--- src/hw/rtl/msp_pkg.sv ---
// Shared types, constants and helpers for the monotone spline power map.
`default_nettype none
package msp_pkg;

	localparam int unsigned FRAC = 16;
	localparam int unsigned VAL_W = FRAC + 1;
	localparam int unsigned TAN_W = 32;
	localparam int unsigned TAN_FRAC = 16;
	localparam int unsigned NUM_KNOTS = 5;
	localparam int unsigned NUM_SEGS = 4;
	localparam int unsigned NUM_REGS = 7;
	localparam int unsigned IDX_W = 3;

	localparam logic [VAL_W-1:0] VAL_ONE = VAL_W'(1 << FRAC);
	localparam logic [TAN_W-1:0] TAN_MAX = '1;

	localparam logic [IDX_W-1:0] REG_LOW_IN = 3'd0;
	localparam logic [IDX_W-1:0] REG_LOW_OUT = 3'd1;
	localparam logic [IDX_W-1:0] REG_MID_IN = 3'd2;
	localparam logic [IDX_W-1:0] REG_MID_OUT = 3'd3;
	localparam logic [IDX_W-1:0] REG_HIGH_IN = 3'd4;
	localparam logic [IDX_W-1:0] REG_HIGH_OUT = 3'd5;
	localparam logic [IDX_W-1:0] REG_SHELF = 3'd6;

	typedef logic [VAL_W-1:0] val_t;
	typedef logic [NUM_KNOTS-1:0][TAN_W-1:0] tan_vec_t;

	typedef struct packed {
		val_t low_in;
		val_t low_out;
		val_t mid_in;
		val_t mid_out;
		val_t high_in;
		val_t high_out;
		logic shelf;
	} knees_t;

	function automatic logic knees_valid(knees_t k);
		return (k.low_in < k.mid_in) && (k.mid_in < k.high_in) && (k.high_in <= VAL_ONE) &&
			(k.low_out <= k.mid_out) && (k.mid_out <= k.high_out) &&
			(k.high_out <= VAL_ONE);
	endfunction

endpackage
`default_nettype wire

--- src/hw/rtl/msp_tangent_unit.sv ---
// Sequencer that derives the knot tangents from the knees with a bit-serial divider.
`default_nettype none
module msp_tangent_unit (
	input logic clk,
	input logic arst_n,
	input msp_pkg::knees_t knees,
	input logic start,
	output msp_pkg::tan_vec_t tangents,
	output logic busy
);

	localparam int unsigned VW = msp_pkg::VAL_W;
	localparam int unsigned TW = msp_pkg::TAN_W;
	localparam int unsigned DIVIDEND_W = VW + msp_pkg::TAN_FRAC;
	localparam int unsigned BIT_W = $clog2(DIVIDEND_W);
	localparam int unsigned DYI_W = $clog2(VW);
	localparam int unsigned NS = msp_pkg::NUM_SEGS;
	localparam int unsigned NK = msp_pkg::NUM_KNOTS;

	typedef enum logic [2:0] {ST_IDLE, ST_PREP, ST_DIV, ST_MEAN, ST_LIMIT} state_t;

	state_t state_q;
	logic [1:0] seg_q;
	logic [BIT_W-1:0] bit_q;
	logic [VW-1:0] rem_q;
	logic [DIVIDEND_W-1:0] quo_q;
	logic [NS-1:0][TW-1:0] sec_q;
	logic [NK-1:0][TW-1:0] m_q;
	logic [NS-1:0] skip_q;
	msp_pkg::tan_vec_t tan_q;

	logic [1:0] last_seg;
	logic [2:0] j0, j1;
	logic [VW-1:0] x0, x1, y0, y1, dx, dy;
	logic [BIT_W-1:0] dy_off;
	logic [DYI_W-1:0] dy_idx;
	logic dbit, ge;
	logic [VW:0] cand;
	logic [VW-1:0] rem_n;
	logic [DIVIDEND_W-1:0] quo_n;
	logic [TW-1:0] sec_val;
	logic [NK-1:0][TW-1:0] m_n, ml;
	logic [NS-1:0] skip_n;
	logic [NS-1:0][TW+1:0] lim3;
	msp_pkg::tan_vec_t tan_n;

	function automatic logic [VW-1:0] knot(msp_pkg::knees_t k, logic [2:0] j, logic sel_y);
		logic [VW-1:0] r;
		r = '0;
		if (k.shelf) begin
			case (j)
				3'd0: r = sel_y ? k.low_out : k.low_in;
				3'd1: r = sel_y ? k.mid_out : k.mid_in;
				default: r = sel_y ? k.high_out : k.high_in;
			endcase
		end else begin
			case (j)
				3'd0: r = '0;
				3'd1: r = sel_y ? k.low_out : k.low_in;
				3'd2: r = sel_y ? k.mid_out : k.mid_in;
				3'd3: r = sel_y ? k.high_out : k.high_in;
				default: r = msp_pkg::VAL_ONE;
			endcase
		end
		return r;
	endfunction

	function automatic logic [TW-1:0] mean2(logic [TW-1:0] a, logic [TW-1:0] b);
		logic [TW:0] s;
		s = {1'b0, a} + {1'b0, b};
		return s[TW:1];
	endfunction

	assign last_seg = knees.shelf ? 2'd1 : 2'd3;
	assign j0 = {1'b0, seg_q};
	assign j1 = j0 + 3'd1;
	assign x0 = knot(knees, j0, 1'b0);
	assign x1 = knot(knees, j1, 1'b0);
	assign y0 = knot(knees, j0, 1'b1);
	assign y1 = knot(knees, j1, 1'b1);
	assign dx = x1 - x0;
	assign dy = y1 - y0;

	assign dy_off = bit_q - BIT_W'(msp_pkg::TAN_FRAC);
	assign dy_idx = dy_off[DYI_W-1:0];
	assign dbit = (bit_q >= BIT_W'(msp_pkg::TAN_FRAC)) ? dy[dy_idx] : 1'b0;
	assign cand = {rem_q, dbit};
	assign ge = cand >= {1'b0, dx};
	assign rem_n = ge ? VW'(cand - {1'b0, dx}) : cand[VW-1:0];
	assign quo_n = {quo_q[DIVIDEND_W-2:0], ge};

	always_comb begin
		if (dx == '0) begin
			sec_val = (dy == '0) ? '0 : msp_pkg::TAN_MAX;
		end else if (quo_n[DIVIDEND_W-1]) begin
			sec_val = msp_pkg::TAN_MAX;
		end else begin
			sec_val = quo_n[TW-1:0];
		end
	end

	always_comb begin
		m_n = '0;
		skip_n = '0;
		m_n[0] = sec_q[0];
		if (knees.shelf) begin
			m_n[1] = mean2(sec_q[0], sec_q[1]);
			m_n[2] = sec_q[1];
		end else begin
			for (int i = 1; i < NS; i++) begin
				m_n[i] = mean2(sec_q[i-1], sec_q[i]);
			end
			m_n[NK-1] = sec_q[NS-1];
		end
		for (int i = 0; i < NS; i++) begin
			if (i <= int'(last_seg) && sec_q[i] == '0) begin
				m_n[i] = '0;
				m_n[i+1] = '0;
				skip_n[i] = 1'b1;
			end
		end
	end

	always_comb begin
		ml = m_q;
		for (int i = 0; i < NS; i++) begin
			lim3[i] = ({2'b00, sec_q[i]} << 1) + {2'b00, sec_q[i]};
			if (i <= int'(last_seg) && !skip_q[i]) begin
				if ({2'b00, m_q[i]} > lim3[i] || {2'b00, m_q[i+1]} > lim3[i]) begin
					ml[i] = (lim3[i][TW+1:TW] != 2'b00) ? msp_pkg::TAN_MAX : lim3[i][TW-1:0];
				end
			end
		end
		if (knees.shelf) begin
			tan_n = '0;
			tan_n[1] = ml[0];
			tan_n[2] = ml[1];
			tan_n[3] = ml[2];
		end else begin
			tan_n = ml;
		end
	end

	always_ff @(posedge clk or negedge arst_n) begin
		if (!arst_n) begin
			state_q <= ST_PREP;
			seg_q <= '0;
			bit_q <= '0;
			rem_q <= '0;
			quo_q <= '0;
			sec_q <= '0;
			m_q <= '0;
			skip_q <= '0;
			tan_q <= '0;
		end else if (start) begin
			state_q <= ST_PREP;
		end else begin
			unique case (state_q)
				ST_IDLE: begin
				end
				ST_PREP: begin
					if (!msp_pkg::knees_valid(knees)) begin
						tan_q <= '0;
						state_q <= ST_IDLE;
					end else begin
						seg_q <= '0;
						bit_q <= BIT_W'(DIVIDEND_W - 1);
						rem_q <= '0;
						quo_q <= '0;
						state_q <= ST_DIV;
					end
				end
				ST_DIV: begin
					if (bit_q == '0) begin
						sec_q[seg_q] <= sec_val;
						if (seg_q == last_seg) begin
							state_q <= ST_MEAN;
						end else begin
							seg_q <= seg_q + 2'd1;
							bit_q <= BIT_W'(DIVIDEND_W - 1);
							rem_q <= '0;
							quo_q <= '0;
						end
					end else begin
						bit_q <= bit_q - BIT_W'(1);
						rem_q <= rem_n;
						quo_q <= quo_n;
					end
				end
				ST_MEAN: begin
					m_q <= m_n;
					skip_q <= skip_n;
					state_q <= ST_LIMIT;
				end
				ST_LIMIT: begin
					tan_q <= tan_n;
					state_q <= ST_IDLE;
				end
				default: state_q <= ST_IDLE;
			endcase
		end
	end

	assign tangents = tan_q;
	assign busy = (state_q != ST_IDLE);

endmodule
`default_nettype wire

--- config.mk ---
export PLATFORM = sky130hd
export DESIGN_NAME = msp_tangent_unit
export DESIGN_NICKNAME = d
export VERILOG_FILES = /design/src/hw/rtl/msp_pkg.sv /design/src/hw/rtl/msp_tangent_unit.sv
export SDC_FILE = /design/constraint.sdc
export NUM_CORES = 2
export LEC_CHECK = 0
export BUFFER_PORTS_ARGS = -buffer_cell sky130_fd_sc_hd__buf_4
export CAP_MARGIN = 10
export CELL_PAD_IN_SITES_DETAIL_PLACEMENT = 0
export CELL_PAD_IN_SITES_GLOBAL_PLACEMENT = 1
export CORE_MARGIN = 3
export CORE_UTILIZATION = 30
export CTS_CLUSTER_DIAMETER = 150
export DETAILED_ROUTE_END_ITERATION = 7
export PLACE_DENSITY = 0.61
export SYNTH_ARGS = -nofsm -noshare
export SYNTH_HDL_FRONTEND = slang
export SYNTH_SLANG_ARGS = --single-unit
--- constraint.sdc ---
create_clock -name clk -period 6.7 [get_ports clk]
set_input_delay 0 -clock clk [delete_from_list [all_inputs] [get_ports clk]]
set_output_delay 0 -clock clk [all_outputs]
set_load 0.03 [all_outputs]
==> flow_metrics.py <==
metrics = {
    "pwr": {
        "p_leak_nw": 25.5,
        "irDropWorstVdd_mv": 0.186,
        "powerDensity_nw_per_um2": 214,
    },
    "timing": {
        "clock_skew_ns": 0.0147,
        "finalSetupViolCount": 0,
        "relSlewSlack_pct": 18.3,
        "drv_slew": 0,
        "tightestPinTransition_ns": 1.22,
        "hold_viol_final": 1,
        "fin_crit_sh_pct": 98.5,
        "setup_slack_ns": 0.102,
        "timing.fmax_ghz": 0.152,
        "whs_ns": -0.00334,
        "finalCriticalPeriod_ns": 6.60,
        "rsz0062_at_grt": "yes",
    },
    "final_layout": {
        "drive_above_1_share_pct": 13.9,
        "fill_cells": 15400,
        "syn_to_final_growth_pct": 17.1,
        "seq_area_um2": 12800,
        "multi_input_area_um2": 30300,
        "fin_nets": 6247,
        "fin_util_pct": 35.6,
    },
    "routing": {
        "via_count": 41200,
        "drc": 0,
        "drtIter0Drc": 3318,
        "firstDrtPassIters": 6,
        "vias_per_cell": 5.48,
        "wl_per_cell_um": 23.0,
        "ant_nets": 0,
        "routed_wl_um": 173000,
    },
    "global_routing": {
        "grt_pass1_vias": 40600,
        "track_usage_pct": 21.4,
        "grt-ovfl-total": 0,
        "antenna_found_initial": 2,
        "grt_pass1_wl_um": 259000,
        "grt_max_degree": 115,
    },
    "floorplan": {
        "die_x_um": 394,
        "core_um2": 149000,
        "ios": 267,
        "dieHeight_um": 394,
        "dieArea_um2": 155000,
        "start_util_pct": 30.4,
        "rows": 141,
    },
    "clocking": {
        "cts_tree": "yes",
        "cts_root_buf": "clkbuf_16",
        "clock_sinks": 512,
        "clkTransAtPathRegs_ns": 0.07,
        "htree_levels": 2,
        "worstSkewPairLatency_ns": 0.65,
        "cts_buffers": 61,
        "cts_buffer_depth": 3,
    },
    "status": {
        "violations": "negative hold slack",
        "outcome": "finished with violations",
    },
    "critical_path": {
        "cp_common_cell": "a21o_1",
        "crit_path_max_fanout": 6,
        "critPathArrivalTime_ns": 7.14,
        "path_buf_inv": 6,
        "worstSetupEndpointType": "register",
        "slowest_delay_ns": 0.48,
        "crit_path_top_delay_cell": "dfrtp_2",
        "critPathLaunchType": "register",
        "crit_type": "reg2reg",
        "cp.required_ns": 7.24,
        "crit_family": "compound AO/OA/AOI/OAI gates",
    },
    "logic_synthesis": {
        "avgSynthCellArea_um2": 8.76,
        "synth_edf_count": 0,
        "synth_cells": 5166,
        "synth_seq_cells": 512,
        "syn-num-nets": 5948,
        "mappedNetlistArea_um2": 45200,
        "ys_warn_count": 0,
        "synth_flop_cell": "dfrtp_1",
        "ys_types": 102,
        "ys_async_sr_fraction_pct": 100,
        "synth_seq_area_share_pct": 28.3,
    },
    "flow_run": {
        "maxCapViolations": 0,
    },
    "place": {
        "dp_hpwl_um": 135000,
        "place_congestion": 0.912,
        "portBuffers": 266,
        "preCtsSetupSlack_ns": -0.305,
    },
    "worst_hold_path": {
        "hold_path.class": "in2async",
    },
}
per-layer routing:
metal	part of all wire [%]	track usage [%]
met2	49	37.2
met5	0	0
met1	44	27.7
met4	3.7	7.09
met3	4.0	2.27
worst paths after layout:
path                              startpoint             to  slack, ns  cells after the start
worst min-delay path                  arst_n  tangents[101]     -0.003                      2
worst max register to register      seg_q[0]       quo_q[0]       0.10                     34
worst min register to register  tangents[24]   tangents[24]       0.48                      2
worst max-delay path                seg_q[0]       quo_q[0]       0.10                     34
min in group clk                    knees[0]        m_q[65]       0.14                      4
max in group asynchronous             arst_n   tangents[93]       5.17                      3
synthesized netlist by cell type, drive strengths merged, types with 44 or more instances:
master | number | area, µm²
nand2 | 321 | 1200
clkbuf | 164 | 616
a211oi | 47 | 358
buf | 59 | 310
inv | 411 | 1540
xor2 | 81 | 709
a21o | 213 | 1600
o21ai | 320 | 1600
ha | 666 | 8330
o211ai | 70 | 526
or2 | 47 | 294
nor2 | 305 | 1140
dfrtp | 511 | 12800
nor3 | 61 | 310
nand3 | 68 | 340
a22oi | 57 | 428
o21a | 44 | 330
nand4 | 105 | 663
a22o | 173 | 1520
nor2b | 49 | 307
mux2 | 63 | 709
xnor2 | 148 | 1300
o22ai | 189 | 1180
o21bai | 46 | 345
a21oi | 423 | 2130
mux2i | 49 | 490
cell families (layout without fill, tap and decap cells):
kind of cell               Yosys count  after routing  share of synthesized area (%)
other                                0              4                              0
and+or+nand+nor                   1125           1125                           12.1
muxes                              114            114                           2.75
adders and majority gates          676            676                           18.9
AOI/OAI and AO/OA                 1874           1874                           28.1
xor gates and xnor gates           229            229                           4.45
buffers and inverters              636            982                           5.47
DFF                                512            512                           28.3
per-stage QoR:
stage | area [µm²] | instances | power, mW | setup TNS [ns] | hold WS (ns)
floorplan | 45300 | 5166 | 6.15 | 0 | -0.296
global placement | 50400 | 7389 | 7.56 | -2.90 | 0.160
detailed placement | 50400 | 7389 | 7.56 | -5.30 | 0.165
CTS | 52600 | 7502 | 11.3 | 0 | 0.0358
global route | 53000 | 7515 | 12.0 | -3.56 | 0.0676
finish | 53000 | 7518 | 11.3 | 0 | -0.00334
where the power goes:
part	leakage [nW]	total [mW]	internal, mW	switching [mW]
Clock	1.04	3.61	2.12	1.49
Sequential	6.88	3.40	3.22	0.179
Combinational	17.5	4.32	1.89	2.43
state kept, by name, indices dropped and copies added, names as in the netlist:
signal	flops
state_q	3
quo_q	32
m_q	160
bit_q	6
skip_q	4
seg_q	2
rem_q	17
tangents	160
sec_q	128
worst reg2reg max path, delay by kind of cell, from the launching register on:
kind / cells / cell delay [ns]
AO/OA/AOI/OAI: 19 / 3.52
adder cells (fa/ha/maj): 4 / 0.92
buffers and inverters: 6 / 0.69
flip-flops: 1 / 0.48
multiplexers: 1 / 0.45
AND/OR/NAND/NOR: 3 / 0.30
XOR/XNOR: 1 / 0.15
timing repair:
item,in CTS,in global routing
gates resized for setup,16,61
pin swaps,5,37
hold buffers,2,0
hold endpoints to repair,107,0
setup endpoints to repair,22,68
setup buffers,1,11
cloned,0,1
final cells by class:
cell class              instances  area share (%)
diodes                          4          0.0189
clock buffers                  79            3.20
clock inverters                31           0.779
inverters                     413            2.94
multi-input cells            4018            57.2
flip-flops and latches        512            24.2
well taps                    2002            4.73
repair buffers                459            6.95
placed cells by master (no fill, tap or decap), types with 22 or more instances in the layout:
cell type  instances
o21ai_1           22
a211oi_1          46
nor2_1           302
a21oi_1          414
a22oi_1           56
nand2b_1          38
a31oi_1           26
clkbuf_16         62
buf_4            433
mux2_2            58
or2_2             46
mux2i_1           41
a22o_1           173
nand3_1           67
nand4_1          104
nand2_1          317
o21bai_1          46
xnor2_1          147
and3_1            35
xor2_1            81
o211ai_1          70
dfrtp_1          509
nor2b_1           47
o22ai_1          185
nor3_1            59
ha_1             659
o21ai_0          295
o21a_1            43
a21o_1           213
o2111ai_1         30
inv_1            406
a222oi_1          37
Note: power is estimated with default switching activity, not from simulation.
